<file path="src/tid_pkg.sv">
// ----------------------------------------------------------------------------
// tid_pkg
// Shared constants, codes, types and helper functions of the Tomasulo block.
// ----------------------------------------------------------------------------
`default_nettype none

package tid_pkg;

  localparam int ADD_STATIONS  = 6;
  localparam int MUL_STATIONS  = 3;
  localparam int LOAD_STATIONS = 3;
  localparam int NSTAT         = ADD_STATIONS + MUL_STATIONS + LOAD_STATIONS;
  localparam int ADD_UNITS     = 3;
  localparam int MUL_UNITS     = 2;
  localparam int LOAD_UNITS    = 2;
  localparam int MAX_UNITS     = 4;
  localparam int NCLASS        = 3;

  localparam int IDX_W   = $clog2(NSTAT + 1);
  localparam int UNIT_W  = $clog2(MAX_UNITS);
  localparam int NREG    = 32;
  localparam int REG_W   = 5;
  localparam int DATA_W  = 32;
  localparam int SEQ_W   = 16;
  localparam int LAT_W   = 4;
  localparam int CFG_IDX_W = 8;
  localparam int NCFG    = 4;

  typedef logic [2:0] opcode_t;
  localparam opcode_t OP_LI  = 3'd0;
  localparam opcode_t OP_ADD = 3'd1;
  localparam opcode_t OP_SUB = 3'd2;
  localparam opcode_t OP_MUL = 3'd3;
  localparam opcode_t OP_DIV = 3'd4;

  typedef logic [1:0] cls_t;
  localparam cls_t CLS_ADD = 2'd0;
  localparam cls_t CLS_MUL = 2'd1;
  localparam cls_t CLS_LD  = 2'd2;

  typedef logic [1:0] event_t;
  localparam event_t EV_ISSUE = 2'd0;
  localparam event_t EV_DONE  = 2'd1;
  localparam event_t EV_WB    = 2'd2;
  localparam event_t EV_EOT   = 2'd3;

  localparam logic [1:0] CFG_ADD_LAT = 2'd0;
  localparam logic [1:0] CFG_MUL_LAT = 2'd1;
  localparam logic [1:0] CFG_LD_LAT  = 2'd2;
  localparam logic [1:0] CFG_DZ_LAT  = 2'd3;

  typedef struct packed {
    logic             ld_in;
    logic             wb_start;
    logic             wb_commit;
    logic             cd_step;
    logic             dp_step;
    logic             rd_src_a;
    logic             rd_src_b;
    logic             iss_commit;
    logic             eot_emit;
    logic [IDX_W-1:0] idx;
  } dp_cmd_t;

  typedef struct packed {
    logic fin;
    logic alu_done;
    logic out_free;
    logic iss_ok;
  } dp_stat_t;

  function automatic cls_t stn_class(logic [IDX_W-1:0] s);
    if (int'(s) < ADD_STATIONS) return CLS_ADD;
    if (int'(s) < ADD_STATIONS + MUL_STATIONS) return CLS_MUL;
    return CLS_LD;
  endfunction

  function automatic cls_t op_class(opcode_t op);
    if (op == OP_LI) return CLS_LD;
    if (op == OP_ADD || op == OP_SUB) return CLS_ADD;
    return CLS_MUL;
  endfunction

  function automatic int units_of(cls_t c);
    if (c == CLS_ADD) return ADD_UNITS;
    if (c == CLS_MUL) return MUL_UNITS;
    return LOAD_UNITS;
  endfunction

  function automatic logic [LAT_W-1:0] lat_eff(logic [LAT_W-1:0] v);
    return (v == '0) ? LAT_W'(1) : v;
  endfunction

endpackage

`default_nettype wire

</file>
<file path="src/tid_ctrl.sv">
// ----------------------------------------------------------------------------
// tid_ctrl
// Tick sequencer: walks the stations through writeback, countdown, dispatch,
// then issue and the end-of-tick report.
// ----------------------------------------------------------------------------
`default_nettype none

module tid_ctrl (
  input  wire logic              clk,
  input  wire logic              rst_n,
  input  wire logic              in_valid,
  output logic                   in_ready,
  input  wire tid_pkg::dp_stat_t stat,
  output tid_pkg::dp_cmd_t       cmd
);
  import tid_pkg::*;

  localparam logic [3:0] S_IDLE    = 4'd0;
  localparam logic [3:0] S_WB_CHK  = 4'd1;
  localparam logic [3:0] S_WB_WAIT = 4'd2;
  localparam logic [3:0] S_WB_PUT  = 4'd3;
  localparam logic [3:0] S_CD      = 4'd4;
  localparam logic [3:0] S_DP      = 4'd5;
  localparam logic [3:0] S_IS_A    = 4'd6;
  localparam logic [3:0] S_IS_B    = 4'd7;
  localparam logic [3:0] S_IS_C    = 4'd8;
  localparam logic [3:0] S_EOT     = 4'd9;

  logic [3:0]       state_r, state_nxt;
  logic [IDX_W-1:0] idx_r, idx_nxt;
  logic             at_last;

  assign at_last = (idx_r == IDX_W'(NSTAT - 1));

  always_comb begin
    cmd       = '0;
    cmd.idx   = idx_r;
    state_nxt = state_r;
    idx_nxt   = idx_r;
    in_ready  = (state_r == S_IDLE);
    case (state_r)
      S_IDLE: begin
        if (in_valid) begin
          cmd.ld_in = 1'b1;
          idx_nxt   = '0;
          state_nxt = S_WB_CHK;
        end
      end
      S_WB_CHK: begin
        if (stat.fin) begin
          cmd.wb_start = 1'b1;
          state_nxt    = S_WB_WAIT;
        end else if (at_last) begin
          idx_nxt   = '0;
          state_nxt = S_CD;
        end else begin
          idx_nxt = idx_r + IDX_W'(1);
        end
      end
      S_WB_WAIT: begin
        if (stat.alu_done) begin
          state_nxt = S_WB_PUT;
        end
      end
      S_WB_PUT: begin
        if (stat.out_free) begin
          cmd.wb_commit = 1'b1;
          if (at_last) begin
            idx_nxt   = '0;
            state_nxt = S_CD;
          end else begin
            idx_nxt   = idx_r + IDX_W'(1);
            state_nxt = S_WB_CHK;
          end
        end
      end
      S_CD: begin
        if (stat.out_free) begin
          cmd.cd_step = 1'b1;
          if (at_last) begin
            idx_nxt   = '0;
            state_nxt = S_DP;
          end else begin
            idx_nxt = idx_r + IDX_W'(1);
          end
        end
      end
      S_DP: begin
        cmd.dp_step = 1'b1;
        if (at_last) begin
          idx_nxt   = '0;
          state_nxt = S_IS_A;
        end else begin
          idx_nxt = idx_r + IDX_W'(1);
        end
      end
      S_IS_A: begin
        if (stat.iss_ok) begin
          cmd.rd_src_a = 1'b1;
          state_nxt    = S_IS_B;
        end else begin
          state_nxt = S_EOT;
        end
      end
      S_IS_B: begin
        cmd.rd_src_b = 1'b1;
        state_nxt    = S_IS_C;
      end
      S_IS_C: begin
        if (stat.out_free) begin
          cmd.iss_commit = 1'b1;
          state_nxt      = S_EOT;
        end
      end
      S_EOT: begin
        if (stat.out_free) begin
          cmd.eot_emit = 1'b1;
          state_nxt    = S_IDLE;
        end
      end
      default: begin
        state_nxt = S_IDLE;
      end
    endcase
  end

  always_ff @(posedge clk) begin
    if (!rst_n) begin
      state_r <= S_IDLE;
      idx_r   <= '0;
    end else begin
      state_r <= state_nxt;
      idx_r   <= idx_nxt;
    end
  end

endmodule

`default_nettype wire

</file>
<file path="config.mk">
export PLATFORM = sky130hd
export DESIGN_NAME = tid_ctrl
export DESIGN_NICKNAME = d
export VERILOG_FILES = /design/src/tid_pkg.sv /design/src/tid_ctrl.sv
export SDC_FILE = /design/constraint.sdc
export NUM_CORES = 1
export LEC_CHECK = 0
export ABC_AREA = 1
export BUFFER_PORTS_ARGS = -buffer_cell sky130_fd_sc_hd__buf_2
export CAP_MARGIN = 20
export CORE_MARGIN = 2
export CORE_UTILIZATION = 40
export CTS_CLUSTER_DIAMETER = 120
export CTS_CLUSTER_SIZE = 25
export DETAILED_ROUTE_END_ITERATION = 12
export PLACE_DENSITY = 0.76
export SYNTH_ARGS = -nofsm -noshare
export SYNTH_HDL_FRONTEND = slang
export SYNTH_SLANG_ARGS = --single-unit
</file>
<file path="constraint.sdc">
create_clock -name clk -period 3.8 [get_ports clk]
set_input_delay 0.19 -clock clk [delete_from_list [all_inputs] [get_ports clk]]
set_output_delay 0.19 -clock clk [all_outputs]
set_load 0.005 [all_outputs]
</file>
* After elaboration in Yosys (flattened, before gate mapping)
Index checks and enable logic that the tools add are counted.
** Storage, ports and cells
- Latch bits :: 0
- Logic and storage cells :: 60
- Input port bits :: 7
- Memory bits (writable) :: 0
- ROM bits :: 0
- Memories :: 0
- Flip-flop bits (word level) :: 8
** Operators by class
- Bitwise logic cells :: 0
- Multiplexer cells :: 31
- $mul :: 0
- Eq/ne operators :: 21
- Div/mod/pow operators :: 0
- Shifts and indexed selects :: 0
- $lt $le $gt $ge :: 0
- Reductions and logical operators :: 5
- Add/subtract/negate cells :: 1
** Operators with widths (number)
- $mux 4 :: 15
- $pmux 4 s10 :: 1
- $ne 2x2->1 const B :: 9
- $eq 4x3->1 const B :: 4
- $pmux 4 s4 :: 1
- $mux 1 :: 13
- $eq 4x4->1 const B :: 3
- $reduce_and 9->1 :: 1
- $eq 4x2->1 const B :: 2
- $add 4x1->4 const B :: 1
- $eq 4x1->1 const B :: 1
- $logic_not 4->1 :: 1
- $reduce_and 4->1 :: 1
- $reduce_bool 4->1 :: 1
- $mux 3 :: 1
- $ne 3x3->1 const B :: 1
- $ne 2x1->1 const B :: 1
- $reduce_or 2->1 :: 1

* Depth between registers and ports, before layout
Gate-level depths: netlist of run 1.
- Depth in word-level cells :: 4
- Depth in mapped cells :: 11

* Least setup slack after synthesis of run 1
Ideal clock, no wire load.
- Path kind :: flip-flop to flip-flop
- Start :: register state_r[0]
- End :: register idx_r[2]
- Slack :: 2.588 ns
- Arrival time :: 1.099 ns
- Cell stages (with the launch flop) :: 10
- Cells stage by stage :: dfxtp_1 buf_4 nor2_2 nand2_2 nand3_1 nand3_2 inv_2 nand2_2 nand2_1 nor2_1
** On the way
- Longest elaborated chain between the ends :: 4
- Elaborated cells on any way between the ends :: 12
- Classes of those cells :: eq/ne: 7; mux: 1; reduce/logical: 4
** Ends and longest elaborated chain
- from (decl) :: RTL line tid_ctrl.sv:29 : logic [3:0] state_r, state_nxt;
- from (signal assigned) :: RTL line tid_ctrl.sv:132 : state_r <= state_nxt;
- $eq 4x3->1 or $eq 4x2->1 (tied branches) :: RTL line tid_ctrl.sv:41 : case (state_r)
- $reduce_or 2->1 (no source line)
- $ne 2x1->1 (no source line) or $reduce_bool 4->1 (tied branches)
- $reduce_and 4->1 (no source line)
- to (signal assigned) :: RTL line tid_ctrl.sv:133 : idx_r <= idx_nxt;
- to (decl) :: RTL line tid_ctrl.sv:30 : logic [IDX_W-1:0] idx_r, idx_nxt;
Parallel ways exist; a longest one is shown, timed or not.
A chain may end at the register's enable or synchronous reset.

==> flow_summary.toml, run 1 <==
[synthesis]
postSynthAreaPerCell_um2 = 6.150
synth_nets = 126
synth_top_family_by_area = "simple AND/OR/NAND/NOR gates"
netlist_area_um2 = 725.7
synth_warnings = 0
yosys.area_share.simple = 0.5724
synth_edf_count = 0
synthDistinctLibCells = 20
synthCells = 118
synthTopCellsByArea = "dfxtp_1 22%, nor2_1 12%, nand3_1 10%"
ys_seq_area_frac = 0.2207
synth_adder_area_share = 0.01724
synth_top_area_frac = 0.2207
synth.largest_area_cell = "dfxtp_1"
ys.flop_type = "dfxtp_1"
synth_compound_area_frac = 0.05172
yosys_register_bits = 8
synth-xor-area-share = 0.02414
synthArstFlopShare = 0
synth.mux.area_fraction = 0

[cts]
cts_tree = "built"
cts_resized = 0
cts_root_buf = "clkbuf_4"
clkSlewWorstSetupHoldPaths_ps = 50
h-tree-depth = 1
cts_sinks = 8
clk_path_buf_depth = 2
clock_latency_ps = 250
cts_buffers = 3
cts_hold_buf = 0
post_cts_buffers = 0

[setup_path]
rrSetupSlack_ps = 2310
critical_path_required_ps = 3610
path_class = "reg2out"
cp_top_family = "flip-flops"
r2r_start = "state_r[0]"
cp-start-kind = "flip-flop"
worst-path-buf-inv = 3
max_stage_delay_ps = 520
cp-end-kind = "primary output"
cp_cell_sequence = "inv_2 > nor2_1 > nand3_1 > inv_1 > buf_2"
startpoint = "state_r[1]"
r2r_end = "idx_r[1]"
worst-path-stages = 5
endpoint = "cmd[7]"
slowest_stage = "dfxtp_1"
path_max_fanout = 8
crit_arrival_ps = 1400
r2r_cells = 9

[die]
die_h_um = 46.60
rows = 15
core_um2 = 1708
die_area_um2 = 2171
num_io_pins = 21
die_w_um = 46.60
start_util = 0.4249

[sta]
setup_violations = 0
hold_viol = 0
fin_setup_tns_ps = 0
period_needed_ps = 1590
rsz0062_at_grt = "no"
fin_crit_sh = 0.4184
worst_pin_slew_ps = 428.8
final.setup_skew_ps = 1.613
fmax_mhz = 629.0
report.final.slew_viol_count = 0
slew_headroom = 0.7137

[status]
status = "finished clean"

[cells_and_area]
fin_nets = 149
diodes = 0
areaGrowthSynthToFinish_pct = 19.14
drive_above_1_share = 0.3022
final_cell_count_no_fill = 164
stdcell_area_um2 = 864.6

[global_routing]
antenna_found_initial = 0
grt_pass1_vias = 638
grt_max_degree = 11
grt_pass1_wl_mm = 2.718
grt_overflow_total = 0
grtUsageTotal = 0.1741

[detailed_routing]
wire_per_inst_um = 10.13
vias = 795
firstDrtPassIters = 4
avgViaCountPerCell = 4.848
wl_mm = 1.661
drc_errors = 0
drt_iter0_drc = 21
antenna_left = 0

[min_path]
whs_path_depth = 3
min_path_type = "in2reg"

[run]
max_cap_viol_count = 0

[pwr]
p_leak_nw = 0.4993
power_mw = 0.6125
p_per_area_nw_per_um2 = 708.4
vdd_drop_max_uv = 341.4

[placed_design]
port_buffers = 20
gp_congestion = 0.9145
hpwlAfterDp_mm = 1.349
placed_cells = 161
place_area_um2 = 842.1
[cells by family (layout without fill, tap and decap cells)]
kind of cell             count (synthesis)  after routing
adder cells (fa/ha/maj)                  1              1
AND/OR/NAND/NOR                         80             80
flip-flops                               8              8
XOR/XNOR                                 2              2
buffers and inverters                   20             41
AO/OA/AOI/OAI                            7              7
[placed cells by master, fill, tap and decap left out]
master    netlist  final
dfxtp_1         8      8
nor4_1          1      1
clkbuf_4        0      3
ha_1            1      1
nand2_2         4      4
nand4_1         2      2
a21boi_0        1      1
a21oi_1         3      3
nor3_1          4      4
nand2_4         3      3
o21ai_0         3      3
buf_2           0     20
nor2_4          4      4
nand3_2         3      3
nor2_1         24     24
xor2_1          2      2
nand3_1        15     15
inv_2           4      4
nand2_1        19     19
inv_1          14     14
nor2_2          1      1
[registers in the layout, indices dropped and copies added (netlist names)]
signal / cells
idx_r: 4
state_r: 4
[metal layers]
metal	wire, um	GRT usage	vias to the layer above
li1	-	-	415
met1	785	0.2201	353
met2	743	0.2861	25
met3	120	0.02353	2
met4	12	0.08571	0
met5	0	0	-
[worst min path at each step]
stage	slack (ps)	start	endpoint
2_1_floorplan	310	rst_n	idx_r[2]
3_3_place_gp	490	rst_n	state_r[0]
3_5_place_dp	500	rst_n	state_r[3]
4_1_cts	230	rst_n	state_r[3]
5_1_grt	240	rst_n	state_r[3]
6_report	230	rst_n	state_r[3]
[tightest hold or removal path, delay by kind of cell]
kind,cells,cell delay [ps]
buf+inv,1,150
simple gates,2,100
[synthesized netlist by cell type (4+ instances only)]
library cell,n
nor2_1,24
nand2_1,19
nand3_1,15
inv_1,14
dfxtp_1,8
inv_2,4
nand2_2,4
nor2_4,4
nor3_1,4
[through the flow]
| stage | hold slack, ps | setup slack (ps) | utilization |
|---|---|---|---|
| 2_1_floorplan | 310.3 | 2588 | - |
| 3_3_place_gp | 491.4 | 2334 | 0.4930 |
| 3_5_place_dp | 497.4 | 2332 | 0.4930 |
| 4_1_cts | 231.4 | 2212 | 0.5062 |
| 5_1_grt | 243.4 | 2029 | 0.5062 |
| 6_report | 232.3 | 2210 | 0.5062 |
[area by class of cell]
type / instances / area (um2)
Clock buffer: 3 / 22.52
Inverter: 18 / 67.56
Tap cell: 25 / 31.28
Fill cell: 191 / 843.3
Multi-Input combinational cell: 90 / 483.0
Timing Repair Buffer: 20 / 100.1
Sequential cell: 8 / 160.2
[report_power, final]
part           internal, mW  switching [mW]
clock network        0.0361          0.0278
logic                 0.146           0.244
registers             0.111          0.0484
No activity file was read; power rests on OpenSTA's default activity.
==> run 2, diff against run 1 <==
- PLACE_DENSITY: 0.76 -> 0.79
- clock period: 3.8 -> 1.4 ns (I/O delays scaled with it)
==> run 2 against run 1 <==
Net effect: register-to-register slack lost 2200 ps; critical path depth down 1; global-route usage is 0.71 points lower.
==> flow_summary.toml, run 2 (same netlist as run 1, synthesis figures left out) <==
[die]
num_io_pins = 21
start_util = 0.4249
rows = 15
die_h_um = 46.60
core_um2 = 1708
die_area_um2 = 2171
die_w_um = 46.60

[setup_path]
critical_path_required_ps = 1330
cp-start-kind = "flip-flop"
r2r_cells = 6
r2r_start = "idx_r[0]"
rrSetupSlack_ps = 100
path_class = "reg2out"
cp-end-kind = "primary output"
r2r_end = "idx_r[0]"
path_max_fanout = 5
crit_arrival_ps = 1240

[cts]
cts_sinks = 8
h-tree-depth = 1
clkSlewWorstSetupHoldPaths_ps = 60
clock_latency_ps = 250
cts_tree = "built"
cts_root_buf = "clkbuf_4"
clk_path_buf_depth = 2
cts_buffers = 3
post_cts_buffers = 0

[cells_and_area]
diodes = 0
fin_util = 0.5304
fin_nets = 152
reg.largest.list = "idx_r: 4 flops, state_r: 4 flops"
drive_above_1_share = 0.3662
final_common_cell = "nor2_1"
areaGrowthSynthToFinish_pct = 24.83
most-common-layout-cells = "23 x nor2_1, 20 x buf_2, 19 x nand2_1"
fill_cells = 178

[run]
max_cap_viol_count = 0

[sta]
setup_violations = 0
final.setup_skew_ps = 2.510
slew_headroom = 0.8476
period_needed_ps = 1310
fin_crit_sh = 0.9355
hold_viol = 0
worst_pin_slew_ps = 226.5
rsz0062_at_grt = "yes"
fmax_mhz = 763.6
report.final.slew_viol_count = 0

[placed_design]
hpwlAfterDp_mm = 1.371
gp_congestion = 0.8054
port_buffers = 20

[detailed_routing]
wl_mm = 1.744
wire_per_inst_um = 10.44
drc_errors = 0
antenna_left = 0
vias = 782
firstDrtPassIters = 4
avgViaCountPerCell = 4.683
drt_iter0_drc = 15

[pwr]
p_per_area_nw_per_um2 = 1913
vdd_drop_max_uv = 791.6
p_leak_nw = 0.5128
power_mw = 1.733

[global_routing]
grt_pass1_vias = 604
grt_overflow_total = 0
grt_pass1_wl_mm = 2.504
antenna_found_initial = 0
grt_max_degree = 11
grtUsageTotal = 0.1671

[min_path]
hold_end = "state_r[1]"
hold_start = "rst_n"
min_path_type = "in2reg"
whs_path_depth = 3

[status]
status = "finished clean"
-- run 2: changes by cell type in the layout (fill, tap and decap cells not counted), sizes merged --
cell / previous run / this run
buf: 20 / 22
nor2: 29 / 30
-- run 2: how the worst max path moves through the flow --
stage | startpoint | end | slack [ps]
2_1_floorplan | state_r[0] | idx_r[2] | 190
3_3_place_gp | state_r[1] | state_r[2] | 90
3_5_place_dp | state_r[1] | state_r[0] | 60
4_1_cts | state_r[3] | cmd[10] | 30
5_1_grt | state_r[0] | cmd[5] | -5
6_report | state_r[0] | cmd[5] | 90
-- run 2: area by class of cell --
| type | count | area (um2) | share of cell area |
|---|---|---|---|
| Sequential cell | 8 | 167.7 | 0.1851 |
| Tap cell | 25 | 31.28 | 0.03453 |
| Multi-Input combinational cell | 91 | 501.7 | 0.5539 |
| Clock buffer | 3 | 22.52 | 0.02486 |
| Timing Repair Buffer | 22 | 115.1 | 0.1271 |
| Inverter | 18 | 67.56 | 0.07459 |
-- run 2: critical path: stages, from the launching register on --
cell and delay (ps):
dfxtp_2 350, nor2_2 230, nand2_1 100, nor3_1 170
buf_2 150
-- run 2: through the flow --
step	hold slack (ps)	setup slack, ps	setup TNS (ps)	instances	instance area, um2
2_1_floorplan	190.3	187.7	0	118	725.7
3_3_place_gp	363.9	89.39	0	163	857.1
3_5_place_dp	365.4	56.97	0	163	857.1
4_1_cts	89.57	30.99	0	166	882.1
5_1_grt	90.53	-4.843	-4.883	167	905.9
6_report	102.7	90.37	0	167	905.9
-- run 2: report_power, final --
part           internal (mW)  switching, mW  total (mW)
clock network         0.0981         0.0774       0.175
logic                  0.430          0.702        1.13
registers              0.313          0.113       0.426
-- run 2: layer usage --
layer,wire [um],part of all wire,vias up,track usage
met5,0,0,-,0
met4,12,0.0069,0,0.1143
met3,90,0.052,2,0.03529
met2,799,0.46,23,0.2528
met1,842,0.48,335,0.2089
li1,-,-,422,-
-- run 2: timing repair --
action,CTS,global route
resized for setup,2,6
cloned,0,1
pin swaps,0,2
hold buffers,0,0
setup endpoints to repair,2,12
